## config.mk

```make
export PLATFORM = sky130hd
export DESIGN_NAME = jsonc_comment_stripper_flat
export DESIGN_NICKNAME = d
export VERILOG_FILES = /design/src/sv/jcs_pkg.sv /design/src/sv/jcs_if.sv /design/src/sv/jsonc_comment_stripper.sv /design/src/sv/jcs_scan.sv /design/src/flat_wrapper.sv
export SDC_FILE = /design/constraint.sdc
export NUM_CORES = 1
export LEC_CHECK = 0
export ABC_CLOCK_PERIOD_IN_PS = 3540
export CORE_MARGIN = 4
export CORE_UTILIZATION = 40
export DETAILED_ROUTE_END_ITERATION = 8
export DONT_BUFFER_PORTS = 1
export REMOVE_ABC_BUFFERS = 1
export SLEW_MARGIN = 20
export SYNTH_ARGS = -nofsm -noshare
export SYNTH_HDL_FRONTEND = slang
export SYNTH_SLANG_ARGS = --single-unit
```

## constraint.sdc

```tcl
create_clock -name i_clk -period 3.54 [get_ports i_clk]
set_input_delay 0.354 -clock i_clk [delete_from_list [all_inputs] [get_ports i_clk]]
set_output_delay 0.354 -clock i_clk [all_outputs]
set_load 0.005 [all_outputs]
```

## src/sv/jcs_pkg.sv

```systemverilog
// jcs_pkg: shared constants and types for the jsonc comment stripper
// no dependencies; used by jcs_scan.sv, jsonc_comment_stripper.sv and the testbench
`default_nettype none

package jcs_pkg;

    // character codes the scanner reacts to
    localparam logic [7:0] CH_QUOTE     = 8'h22;
    localparam logic [7:0] CH_BACKSLASH = 8'h5C;
    localparam logic [7:0] CH_SLASH     = 8'h2F;
    localparam logic [7:0] CH_STAR      = 8'h2A;
    localparam logic [7:0] CH_NEWLINE   = 8'h0A;

    // result queue geometry
    localparam int Q_DEPTH = 4;
    localparam int Q_AW    = $clog2(Q_DEPTH);

    typedef logic [Q_AW-1:0] t_qptr;
    typedef logic [Q_AW:0]   t_qcnt;

    // words produced by one scan step (zero, one or two)
    typedef struct packed {
        logic [1:0] count;
        logic [7:0] data0;
        logic [7:0] data1;
    } t_emit;

    // one queued result word
    typedef struct packed {
        logic [7:0] data;
        logic       last;
    } t_qent;

endpackage

`default_nettype wire

```

## src/sv/jcs_if.sv

```systemverilog
// jcs_in_if / jcs_out_if: valid-ready channels of the jsonc comment stripper
// payload widths are fixed by the text format; no package dependency
`default_nettype none

interface jcs_in_if;
    logic       valid;
    logic       ready;
    logic [7:0] text_byte;
    logic       stream_end;

    modport source (output valid, output text_byte, output stream_end, input ready);
    modport sink   (input valid, input text_byte, input stream_end, output ready);
endinterface

interface jcs_out_if;
    logic       valid;
    logic       ready;
    logic [7:0] out_byte;
    logic       run_last;

    modport source (output valid, output out_byte, output run_last, input ready);
    modport sink   (input valid, input out_byte, input run_last, output ready);
endinterface

`default_nettype wire

```

## src/sv/jsonc_comment_stripper.sv

```systemverilog
// jsonc_comment_stripper: streaming jsonc comment remover, top level
// depends on jcs_pkg, jcs_if (channel interfaces) and jcs_scan
`default_nettype none

// Takes a JSONC text one byte per input word and returns the text with // and
// /* */ comments removed; quoted strings pass untouched (a quote right after a
// backslash does not close a string). A slash is held until the next byte
// decides its meaning, so one input word yields zero, one or two output words;
// run_last marks the final output word of each input word. stream_end on an
// input word resets the scanner to plain text after that byte; a trailing
// slash is emitted and an unclosed comment swallows the rest of the stream.
// Rate: one input word per cycle while the queue has room for two words; an
// accepted word reaches the output through the input register, then the scan
// into the result queue. A four-word result queue sits between scanner and
// output; the scanner advances while the queue has room for two words, so
// the sustained rate is one word per cycle while the output is ready,
// limited by the one-word output when a held slash comes with its follower.

module jsonc_comment_stripper (
    input  wire logic  i_clk,
    input  wire logic  i_rst_n,
    jcs_in_if.sink     i_in,
    jcs_out_if.source  o_out
);

    // input register
    logic       r_in_valid;
    logic [7:0] r_in_byte;
    logic       r_in_end;

    // result queue
    jcs_pkg::t_qent r_q [jcs_pkg::Q_DEPTH];
    jcs_pkg::t_qptr r_wr_ptr, r_rd_ptr;
    jcs_pkg::t_qcnt r_count, n_count;

    jcs_pkg::t_emit emit;
    logic           room;      // queue can take a full two-word burst
    logic           step;      // scanner consumes the registered byte
    logic           in_take;
    logic           pop;
    logic [1:0]     push_cnt;

    assign room    = (r_count <= jcs_pkg::t_qcnt'(jcs_pkg::Q_DEPTH - 2));
    assign step    = r_in_valid && room;
    assign in_take = i_in.valid && i_in.ready;
    assign pop     = o_out.valid && o_out.ready;
    assign push_cnt = step ? emit.count : 2'd0;

    // input side ready does not look at the output handshake
    assign i_in.ready = !r_in_valid || room;

    always_ff @(posedge i_clk) begin
        if (!i_rst_n) begin
            r_in_valid <= 1'b0;
        end else if (in_take) begin
            r_in_valid <= 1'b1;
        end else if (step) begin
            r_in_valid <= 1'b0;
        end
    end

    always_ff @(posedge i_clk) begin
        if (in_take) begin
            r_in_byte <= i_in.text_byte;
            r_in_end  <= i_in.stream_end;
        end
    end

    jcs_scan u_scan (
        .i_clk   (i_clk),
        .i_rst_n (i_rst_n),
        .i_step  (step),
        .i_byte  (r_in_byte),
        .i_last  (r_in_end),
        .o_emit  (emit)
    );

    // queue write: first word at the tail, second word just after it
    always_ff @(posedge i_clk) begin
        if (push_cnt != 2'd0) begin
            r_q[r_wr_ptr].data <= emit.data0;
            r_q[r_wr_ptr].last <= (push_cnt == 2'd1);
        end
        if (push_cnt == 2'd2) begin
            r_q[jcs_pkg::t_qptr'(r_wr_ptr + 1'b1)].data <= emit.data1;
            r_q[jcs_pkg::t_qptr'(r_wr_ptr + 1'b1)].last <= 1'b1;
        end
    end

    assign n_count = r_count + jcs_pkg::t_qcnt'(push_cnt) - jcs_pkg::t_qcnt'(pop);

    always_ff @(posedge i_clk) begin
        if (!i_rst_n) begin
            r_wr_ptr <= '0;
            r_rd_ptr <= '0;
            r_count  <= '0;
        end else begin
            r_wr_ptr <= jcs_pkg::t_qptr'(r_wr_ptr + push_cnt);
            if (pop) begin
                r_rd_ptr <= jcs_pkg::t_qptr'(r_rd_ptr + 1'b1);
            end
            r_count <= n_count;
        end
    end

    // output side straight from the queue head
    assign o_out.valid    = (r_count != '0);
    assign o_out.out_byte = r_q[r_rd_ptr].data;
    assign o_out.run_last = r_q[r_rd_ptr].last;

    // queue never holds more than its depth
    a_count_bound: assert property (@(posedge i_clk) disable iff (!i_rst_n)
        r_count <= jcs_pkg::t_qcnt'(jcs_pkg::Q_DEPTH))
        else $error("result queue over depth");

    // a scan step only happens with room for a two-word burst
    a_step_room: assert property (@(posedge i_clk) disable iff (!i_rst_n)
        step |-> (r_count <= jcs_pkg::t_qcnt'(jcs_pkg::Q_DEPTH - 2)))
        else $error("scan step without queue room");

    // occupancy tracks pushes and pops exactly
    a_count_track: assert property (@(posedge i_clk) disable iff (!i_rst_n)
        $past(i_rst_n) |-> (r_count == $past(n_count)))
        else $error("queue occupancy mismatch");

    // every word that reaches the output side came from an accepted byte
    a_no_spurious: assert property (@(posedge i_clk) disable iff (!i_rst_n)
        (push_cnt != 2'd0) |-> r_in_valid)
        else $error("result word without input byte");

endmodule

`default_nettype wire

```

## src/sv/jcs_scan.sv

```systemverilog
// jcs_scan: comment scanner state machine, one raw byte per step
// depends on jcs_pkg for character codes and the t_emit struct
`default_nettype none

module jcs_scan (
    input  wire logic          i_clk,
    input  wire logic          i_rst_n,
    input  wire logic          i_step,
    input  wire logic [7:0]    i_byte,
    input  wire logic          i_last,
    output jcs_pkg::t_emit     o_emit
);

    typedef enum logic [2:0] {
        S_NORMAL     = 3'd0,
        S_STRING     = 3'd1,
        S_SLASH_HELD = 3'd2,
        S_LINE       = 3'd3,
        S_BLOCK      = 3'd4,
        S_BLOCK_STAR = 3'd5
    } t_mode;

    t_mode r_mode, n_mode;
    logic  r_prior_bs, n_prior_bs;

    logic  is_quote, is_slash, is_star, is_nl;
    logic  norm_emit;
    t_mode norm_mode;

    assign is_quote = (i_byte == jcs_pkg::CH_QUOTE);
    assign is_slash = (i_byte == jcs_pkg::CH_SLASH);
    assign is_star  = (i_byte == jcs_pkg::CH_STAR);
    assign is_nl    = (i_byte == jcs_pkg::CH_NEWLINE);

    // plain-text handling: slash is held unless it ends the stream
    assign norm_emit = !(is_slash && !i_last);
    assign norm_mode = is_quote ? S_STRING :
                       (is_slash && !i_last) ? S_SLASH_HELD : S_NORMAL;

    always_comb begin
        n_mode       = r_mode;
        o_emit.count = 2'd0;
        o_emit.data0 = i_byte;
        o_emit.data1 = i_byte;
        unique case (r_mode)
            S_STRING: begin
                o_emit.count = 2'd1;
                if (is_quote && !r_prior_bs) begin
                    n_mode = S_NORMAL;
                end
            end
            S_SLASH_HELD: begin
                if (is_slash) begin
                    n_mode = S_LINE;
                end else if (is_star) begin
                    n_mode = S_BLOCK;
                end else begin
                    // release held slash, then the byte as plain text
                    o_emit.data0 = jcs_pkg::CH_SLASH;
                    o_emit.count = norm_emit ? 2'd2 : 2'd1;
                    n_mode       = norm_mode;
                end
            end
            S_LINE: begin
                if (is_nl) begin
                    n_mode = S_NORMAL;
                end
            end
            S_BLOCK: begin
                if (is_star) begin
                    n_mode = S_BLOCK_STAR;
                end
            end
            S_BLOCK_STAR: begin
                if (is_slash) begin
                    n_mode = S_NORMAL;
                end else if (!is_star) begin
                    n_mode = S_BLOCK;
                end
            end
            default: begin
                o_emit.count = norm_emit ? 2'd1 : 2'd0;
                n_mode       = norm_mode;
            end
        endcase
        n_prior_bs = (i_byte == jcs_pkg::CH_BACKSLASH);
        if (i_last) begin
            n_mode     = S_NORMAL;
            n_prior_bs = 1'b0;
        end
    end

    always_ff @(posedge i_clk) begin
        if (!i_rst_n) begin
            r_mode     <= S_NORMAL;
            r_prior_bs <= 1'b0;
        end else if (i_step) begin
            r_mode     <= n_mode;
            r_prior_bs <= n_prior_bs;
        end
    end

endmodule

`default_nettype wire

```

## src/flat_wrapper.sv

```systemverilog
// flat-port wrapper written by rule: the top's interface ports become plain ports
module jsonc_comment_stripper_flat 
  (i_clk, i_rst_n, i_in_valid, i_in_text_byte, i_in_stream_end, i_in_ready, o_out_valid, o_out_out_byte, o_out_run_last, o_out_ready);
  jcs_in_if i_in_i ();
  jcs_out_if o_out_i ();
  input  wire logic i_clk;
  input  wire logic i_rst_n;
  input wire logic [$bits(i_in_i.valid)-1:0] i_in_valid;
  input wire logic [$bits(i_in_i.text_byte)-1:0] i_in_text_byte;
  input wire logic [$bits(i_in_i.stream_end)-1:0] i_in_stream_end;
  output wire logic [$bits(i_in_i.ready)-1:0] i_in_ready;
  output wire logic [$bits(o_out_i.valid)-1:0] o_out_valid;
  output wire logic [$bits(o_out_i.out_byte)-1:0] o_out_out_byte;
  output wire logic [$bits(o_out_i.run_last)-1:0] o_out_run_last;
  input wire logic [$bits(o_out_i.ready)-1:0] o_out_ready;
  assign i_in_i.valid = i_in_valid;
  assign i_in_i.text_byte = i_in_text_byte;
  assign i_in_i.stream_end = i_in_stream_end;
  assign i_in_ready = i_in_i.ready;
  assign o_out_valid = o_out_i.valid;
  assign o_out_out_byte = o_out_i.out_byte;
  assign o_out_run_last = o_out_i.run_last;
  assign o_out_i.ready = o_out_ready;
  jsonc_comment_stripper u_core (.i_clk(i_clk), .i_rst_n(i_rst_n), .i_in(i_in_i), .o_out(o_out_i));
endmodule
```

==> flow_summary.toml, run 1 <==
[outcome]
status = "finished, final reports clean"

[sta]
skew_ps = 8.86
setup_violations = 0
max_freq_mhz = 347
finalHoldViolCount = 0
rsz0062_at_grt = "false"
slew_viol_final = 0
tightestPinTransition_ps = 748
max_slew_margin_pct = 50.1
finalSetupTns_ps = 0
period_needed_ps = 2880
fin_crit_sh_pct = 81.3

[logic_synthesis]
synth_flop_cell = "edfxtp_1"
synth_edf_count = 41
yosysUniqueCellTypes = 56
yosysSeqAreaShare_pct = 55.4
synth_area_per_cell_sq_um = 12.0
syn_area_sq_mm = 0.00287
synthCells = 240
yosysWarnings = 0
synth-seq-cells = 59
async_reset_ff_share_pct = 0

[critical_path]
cp_common_cell = "and2_1"
cp_slowest_cell = "nor4b_2"
cp-start-kind = "register"
worstSetupPathType = "reg2reg"
regToRegSetupSlack_ps = 660
cp.buffers_inverters = 1
path_cells = "nor4b_2 -> nand4_1 -> and2_1 -> inv_2 -> ha_1 -> fa_1 -> xor2_1 -> xnor2_1 -> and2_1"
path_delay_family = "simple AND/OR/NAND/NOR gates"
arrival_ps = 3110
crit_required_ps = 3770
crit_fanout = 7
max_stage_delay_ps = 600
cp-end-kind = "register"

[global_routing]
track_usage_pct = 14.7
grt-ovfl-total = 0
antenna_found_initial = 0
grt_busiest_layer = "met2"
grt.met3_usage_pct = 4.87
use_met1_pct = 19.2
grt_use_met2_pct = 21.6
grt_pass1_wl_um = 9450
grt_pass1_vias = 1793
grt_max_degree = 18

[cells_and_area]
antenna_cells = 0
syn2layout_area_growth_pct = 9.80
drive_above_1_share_pct = 13.2
final_cell_mix = "edfxtp_1, nor2_1, dfxtp_1"
fin_nets = 254
finish.utilization_pct = 45.9
final_common_cell = "edfxtp_1"

[clock_network]
postCtsSetupBuffers = 0
cts_buffer_depth = 2
cts_tree = "built"
clock_latency_ps = 340
cts_resized = 0
cts-buffers-inserted = 9
hold_buffers = 0
root_buffer = "clkbuf_8"
cts_num_sinks = 59
h-tree-depth = 3
path_clk_slew_ps = 70

[die]
dieArea_sq_mm = 0.00861
die_x_um = 92.8
rows = 30
core_area_sq_mm = 0.00687
start_util_pct = 41.8
die_h_um = 92.8
top_level_ports = 24

[routing]
drt_iter0_markers = 138
wl_per_cell_um = 17.1
drt-pass1-iter-count = 4
viasPerCell = 5.40
vias = 1830
drt_wl_total_um = 5780
ant_nets = 0
post-route-drc-count = 0

[pwr]
power_density_mw_per_mm2 = 607
p_leak_nw = 1.09
ir_drop_uv = 404

[placement]
dp_hpwl_um = 4060
finalWeightedCongestion = 0.798
place.port_buffers = 0

[min_path]
hold_class = "in2reg"

[run]
maxCapViolCount = 0
layer usage:
metal	part of all wire [%]	vias up
met3	5.1	9
li1	-	881
met5	0	-
met1	48	884
met2	45	56
met4	1.8	0
cell type report:
class | instances | area, sq um
Clock buffer | 9 | 124
Clock inverter | 7 | 92.6
Fill cell | 634 | 3710
Inverter | 9 | 33.8
Multi-Input combinational cell | 159 | 1190
Sequential cell | 59 | 1590
Tap cell | 96 | 120
synthesized netlist by cell type, types with 2 or more instances:
library cell  instances  share of area, %
nand2b_1              4              0.87
o21ai_1               2              0.35
and3_1                4              0.87
ha_1                  2              0.87
nand4_1               2              0.44
a32oi_1               2              0.61
nor2_1               24               3.1
nand3_1               5              0.87
and2_1               11               2.4
nand2_1              14               1.8
xor2_1                2              0.61
a21oi_1               5              0.87
a21o_1                3              0.78
nand3b_1              5               1.3
nand4b_1              4               1.2
clkbuf_1              4              0.52
edfxtp_1             41                43
mux4_2                9               7.1
nor4b_1               3              0.91
o21ai_0               3              0.52
buf_2                 7               1.2
inv_1                 8               1.0
dfxtp_1              18                13
o21a_1                8               2.1
o211ai_1              2              0.52
xnor2_1               5               1.5
nor3b_1               3              0.78
nor2b_1              12               2.6
cells by family after synthesis:
logic type	after synthesis	share of synthesized area, %
fa+ha+maj	3	1.57
compound gates	36	9.10
simple gates	104	21.5
mux	9	7.05
flops	59	55.4
buf+inv	22	3.31
xor+xnor	7	2.13
sequential cells by signal, indices dropped and copies added, names as in the netlist, named ones only:
register,cells
u_core.u_scan.r_mode,3
u_core.r_in_valid,1
u_core.r_count,3
u_core.r_rd_ptr,2
u_core.r_in_byte,8
u_core.r_in_end,1
u_core.u_scan.r_prior_bs,1
u_core.r_wr_ptr,2
u_core.r_q,36
path summary, 6_finish.rpt:
kind | startpoint | to | cells past startpoint
max | u_core.r_in_byte[4] | u_core.r_count[2] | 9
max reg2reg | u_core.r_in_byte[4] | u_core.r_count[2] | 9
min | i_in_text_byte[0] | u_core.r_in_byte[0] | 0
min reg2reg | u_core.r_q[0][0] | u_core.r_q[0][0] | 2
power breakdown:
group / switching (W) / internal (W) / total, W
clock: 0.000281 / 0.000394 / 0.000674
combinational: 0.000155 / 0.000185 / 0.000340
sequential: 0.0000887 / 0.000812 / 0.000901
worst register-to-register path, stage by stage, from the launching register on:
cell and delay, ps:
edfxtp_1 480, nor4b_2 600, nand4_1 220, and2_1 240, inv_2 120, ha_1 260
fa_1 430, xor2_1 160, xnor2_1 120, and2_1 150
per-stage QoR:
| stage | power (W) | cells | area, sq um | hold slack [ps] | setup slack (ps) |
|---|---|---|---|---|---|
| 3_5_place_dp | 0.00127 | 323 | 2930 | 446 | 691 |
| 2_1_floorplan | 0.00118 | 227 | 2810 | 423 | 963 |
| 3_3_place_gp | 0.00126 | 323 | 2930 | 439 | 751 |
| 4_1_cts | 0.00194 | 339 | 3150 | 97.7 | 683 |
| 6_report | 0.00192 | 339 | 3160 | 114 | 660 |
| 5_1_grt | 0.00202 | 339 | 3160 | 84.6 | 474 |
Power figures use the tool's default switching activity.
==> run 2, diff against run 1 <==
--- a/config.mk
+++ b/config.mk
@@ -5,7 +5,7 @@
 export SDC_FILE = /design/constraint.sdc
 export NUM_CORES = 1
 export LEC_CHECK = 0
-export ABC_CLOCK_PERIOD_IN_PS = 3540
+export ABC_CLOCK_PERIOD_IN_PS = 2900
 export CORE_MARGIN = 4
 export CORE_UTILIZATION = 40
 export DETAILED_ROUTE_END_ITERATION = 8
==> constraint.sdc (replaced) <==
create_clock -name i_clk -period 2.9 [get_ports i_clk]
set_input_delay 0.29 -clock i_clk [delete_from_list [all_inputs] [get_ports i_clk]]
set_output_delay 0.29 -clock i_clk [all_outputs]
set_load 0.005 [all_outputs]
==> run 2 against run 1 <==
Compared with the run above:
- combinational power up 26%
- via count up 1.0%
- clock power up 1%
- count of clock-buffer cells in the layout unchanged
- sequential share of layout area unchanged
- global-route usage up 0.43 points
==> flow_summary.toml, run 2 (same netlist as run 1, synthesis figures left out) <==
[outcome]
status = "finished, final reports clean"

[clock_network]
clock_latency_ps = 340
cts_resized = 0
root_buffer = "clkbuf_8"
cts-buffers-inserted = 9
cts_num_sinks = 59
path_clk_slew_ps = 60
cts_buffer_depth = 2
postCtsSetupBuffers = 0
cts_tree = "built"
hold_buffers = 0
h-tree-depth = 3

[die]
die_h_um = 92.8
core_area_sq_mm = 0.00687
die_x_um = 92.8
dieArea_sq_mm = 0.00861
top_level_ports = 24
rows = 30
start_util_pct = 41.8

[sta]
slew_viol_final = 0
setup_slack_ps = 315
max_freq_mhz = 387
skew_ps = 6.61
tightestPinTransition_ps = 1030
period_needed_ps = 2590
max_slew_margin_pct = 31.2
rsz0062_at_grt = "false"
fin_crit_sh_pct = 89.1
finalHoldViolCount = 0
setup_violations = 0
finalSetupTns_ps = 0

[routing]
drt-pass1-iter-count = 4
wl_per_cell_um = 16.6
post-route-drc-count = 0
viasPerCell = 5.38
drt_wl_total_um = 5720
ant_nets = 0
drt_iter0_markers = 125
vias = 1849

[critical_path]
crit_required_ps = 3130
reg2reg_depth = 9
reg2reg_from = "u_core.r_in_byte[4]"
crit_path_start = "u_core.r_in_byte[4]"
cp-start-kind = "register"
worstSetupPathType = "reg2reg"
crit_path_end = "u_core.r_count[2]"
regToRegSetupSlack_ps = 310
crit_fanout = 7
worstReg2RegEnd = "u_core.r_count[2]"
cp-end-kind = "register"
arrival_ps = 2820

[placement]
place.port_buffers = 0
dp_hpwl_um = 4130
pre_cts_slack_ps = 318
finalWeightedCongestion = 0.827

[cells_and_area]
largest_reg_flops = 36
final_common_cell = "edfxtp_1"
reg.largest.list = "u_core.r_q (36), u_core.r_in_byte (8)"
final_cell_mix = "edfxtp_1, nor2_1, dfxtp_1"
drive_above_1_share_pct = 13.7
fin_nets = 261
syn2layout_area_growth_pct = 9.80
top_register = "u_core.r_q"
antenna_cells = 0

[global_routing]
grt_pass1_wl_um = 9670
track_usage_pct = 15.1
grt_pass1_vias = 1809
grt-ovfl-total = 0
antenna_found_initial = 0
grt_max_degree = 18

[run]
maxCapViolCount = 0

[min_path]
hold_class = "in2reg"

[pwr]
p_leak_nw = 1.10
ir_drop_uv = 286
power_density_mw_per_mm2 = 699
-- run 2: cell types whose count changed in the layout (fill, tap and decap cells not counted), sizes merged --
cell / previous run / this run
clkinv: 3 / 4
clkinvlp: 2 / 0
buf: 0 / 7
bufinv: 2 / 1
-- run 2: layout make-up --
type,count,area (sq um)
Fill cell,608,3710
Multi-Input combinational cell,159,1190
Timing Repair Buffer,7,52.6
Clock inverter,5,46.3
Sequential cell,59,1590
Inverter,9,33.8
Tap cell,96,120
Clock buffer,9,124
-- run 2: report_power, final --
part	internal (W)	leakage (nW)	switching [W]
sequential	0.000992	0.544	0.000102
combinational	0.000233	0.469	0.000197
clock	0.000376	0.0875	0.000305
total	0.00160	1.10	0.000604
-- run 2: worst min path at each step --
stage / endpoint / cells after the start / slack (ps) / start
6_report: u_core.r_in_byte[3] / 0 / 50 / i_in_text_byte[3]
5_1_grt: u_core.r_in_byte[6] / 0 / 20 / i_in_text_byte[6]
4_1_cts: u_core.r_in_byte[3] / 0 / 30 / i_in_text_byte[3]
3_5_place_dp: u_core.r_in_byte[0] / 0 / 390 / i_in_text_byte[0]
3_3_place_gp: u_core.r_in_byte[0] / 0 / 390 / i_in_text_byte[0]
2_1_floorplan: u_core.r_in_byte[0] / 0 / 390 / i_in_text_byte[0]
-- run 2: metal layers --
layer	routed length, um	track usage [%]
met1	2690	19.5
met2	2600	22.3
met3	340	6.34
met4	82	6.23
met5	0	0
-- run 2: worst max-delay path: stages (launching register included) --
cell and delay (ps):
edfxtp_1 470, nor4b_2 360, nand4_1 190, and2_1 230
inv_2 120, ha_1 260, fa_1 430, xor2_1 160
xnor2_1 120, and2_1 150
-- run 2: stage by stage --
stage	hold slack, ps	cells	power (W)	util, %	cell area, sq um
global route	22.4	344	0.00233	45.9	3160
floorplan	389	227	0.00144	-	2810
detailed placement	389	330	0.00155	43.5	2990
finish	49.9	344	0.00221	45.9	3160
CTS	26.1	344	0.00224	45.9	3160
global placement	389	330	0.00155	43.5	2990
==> run 3, diff against run 2 <==
--- a/config.mk
+++ b/config.mk
@@ -6,6 +6,7 @@
 export NUM_CORES = 1
 export LEC_CHECK = 0
 export ABC_CLOCK_PERIOD_IN_PS = 2900
+export CAP_MARGIN = 10
 export CORE_MARGIN = 4
 export CORE_UTILIZATION = 40
 export DETAILED_ROUTE_END_ITERATION = 8
==> constraint.sdc (replaced) <==
create_clock -name i_clk -period 2.9 [get_ports i_clk]
set_input_delay 0.29 -clock i_clk [delete_from_list [all_inputs] [get_ports i_clk]]
set_output_delay 0.29 -clock i_clk [all_outputs]
set_load 0.05 [all_outputs]
==> run 3 against run 2 <==
Compared with the run above:
- count of clock-buffer cells in the layout unchanged
- flip-flop and latch count stayed put
- clock power fell by 6.8%
- maximum frequency down 0.49%
- worst setup slack worse by 13 ps
- sequential share of layout area shrank 0.18 points
- via count is 2.5% higher
- clock skew grew 2.0 ps
- critical path depth stayed put
- combinational power is 57% higher
==> flow_summary.toml, run 3 (same netlist as run 1, synthesis figures left out) <==
[routing]
wl_per_cell_um = 17.1
vias = 1895
drt-pass1-iter-count = 4
ant_nets = 0
post-route-drc-count = 0
drt_wl_total_um = 5940
drt_iter0_markers = 123
viasPerCell = 5.46

[cells_and_area]
final_cell_mix = "edfxtp_1, nor2_1, dfxtp_1"
drive_above_1_share_pct = 15.5
largest_reg_flops = 36
top_register = "u_core.r_q"
fin_nets = 262
reg.largest.list = "u_core.r_q (36), u_core.r_in_byte (8)"
syn2layout_area_growth_pct = 10.2
final_common_cell = "edfxtp_1"
antenna_cells = 0

[critical_path]
max_stage_delay_ps = 480
cp-end-kind = "register"
cp_common_cell = "and2_1"
crit_fanout = 10
cp-start-kind = "register"
cp_slowest_cell = "dfxtp_1"
worstSetupPathType = "reg2reg"
arrival_ps = 2820
crit_required_ps = 3120
path_cells = "nor3b_1 -> and3_1 -> and2_1 -> inv_2 -> ha_1 -> fa_1 -> xor2_1 -> xnor2_1 -> and2_1"

[sta]
period_needed_ps = 2600
setup_violations = 0
whs_ps = 53.2
finalSetupTns_ps = 0
rsz0062_at_grt = "false"
finalHoldViolCount = 0
tightestPinTransition_ps = 720
fin_crit_sh_pct = 89.6
slew_viol_final = 0
max_slew_margin_pct = 52.0
max_freq_mhz = 385
skew_ps = 8.64

[run]
maxCapViolCount = 0

[pwr]
p_int_w = 0.00155
comb_power_share_pct = 28.1
pwr-share-seq_pct = 45.5
power_frac_clock_pct = 26.4
p_leak_nw = 1.10
ir_drop_uv = 291
power_density_mw_per_mm2 = 758
p_sw_w = 0.000853
swShare_pct = 35.5

[clock_network]
cts_tree = "built"
hold_buffers = 0
cts_num_sinks = 59
cts_resized = 0
postCtsSetupBuffers = 0
path_clk_slew_ps = 70
root_buffer = "clkbuf_8"
cts_buffer_depth = 2
clock_latency_ps = 330
h-tree-depth = 3
cts-buffers-inserted = 9

[placement]
dp_hpwl_um = 4240
place.port_buffers = 0
finalWeightedCongestion = 0.818

[global_routing]
grt_max_degree = 18
grt_pass1_wl_um = 10100
grt-ovfl-total = 0
grt_pass1_vias = 1901
antenna_found_initial = 0
track_usage_pct = 15.5

[die]
dieArea_sq_mm = 0.00861
core_area_sq_mm = 0.00687
start_util_pct = 41.8
rows = 30
die_h_um = 92.8
top_level_ports = 24
die_x_um = 92.8

[outcome]
status = "finished, final reports clean"

[min_path]
hold_class = "in2reg"
run 3: path summary, 6_finish.rpt:
check	startpoint	endpoint	slack, ps	cells past startpoint
worst min-delay path	i_in_stream_end	u_core.r_in_end	50	0
worst max-delay path	u_core.u_scan.r_mode[1]	u_core.r_count[2]	300	9
worst max register to register	u_core.u_scan.r_mode[1]	u_core.r_count[2]	300	9
worst min register to register	u_core.r_q[0][0]	u_core.r_q[0][0]	450	2
run 3: power groups by stage:
| stage | Sequential, W | Clock (W) | Combinational [W] |
|---|---|---|---|
| floorplan | 0.00109 | 0 | 0.000578 |
| CTS | 0.00110 | 0.000651 | 0.000684 |
| global route | 0.00111 | 0.000691 | 0.000732 |
| finish | 0.00109 | 0.000635 | 0.000674 |
| detailed placement | 0.00111 | 0 | 0.000682 |
| global placement | 0.00112 | 0 | 0.000673 |
run 3: cell type report:
cell class                      instances  area, sq um
Inverter                                9         33.8
Timing Repair Buffer                    8         60.1
Clock inverter                          7         43.8
Clock buffer                            9          124
Fill cell                             640         3700
Multi-Input combinational cell        159         1190
Tap cell                               96          120
Sequential cell                        59         1590
run 3: critical path: cells and delay by family, from the launching register on:
kind | cells | cell delay (ps)
XOR/XNOR | 2 | 280
adder cells (fa/ha/maj) | 2 | 750
buffers and inverters | 1 | 100
flip-flops | 1 | 480
AND/OR/NAND/NOR | 4 | 890
run 3: metrics by stage:
stage	total power [W]	worst slack (ps)	instances	util, %	area, sq um
after floorplan	0.00166	323	227	-	2810
after global placement	0.00179	390	331	43.6	2990
after detailed placement	0.00180	300	331	43.6	2990
after CTS	0.00243	288	347	46.0	3160
after global routing	0.00253	49.1	347	46.1	3170
final	0.00240	302	347	46.1	3170
run 3: per-layer routing:
metal  up-vias  global-route usage, %  wire length, um
met5         -                      0                0
met4         0                   5.13               51
met3         4                   5.61              432
met2        68                   25.0             2900
met1       922                   19.4             2550
li1        901                      -                -
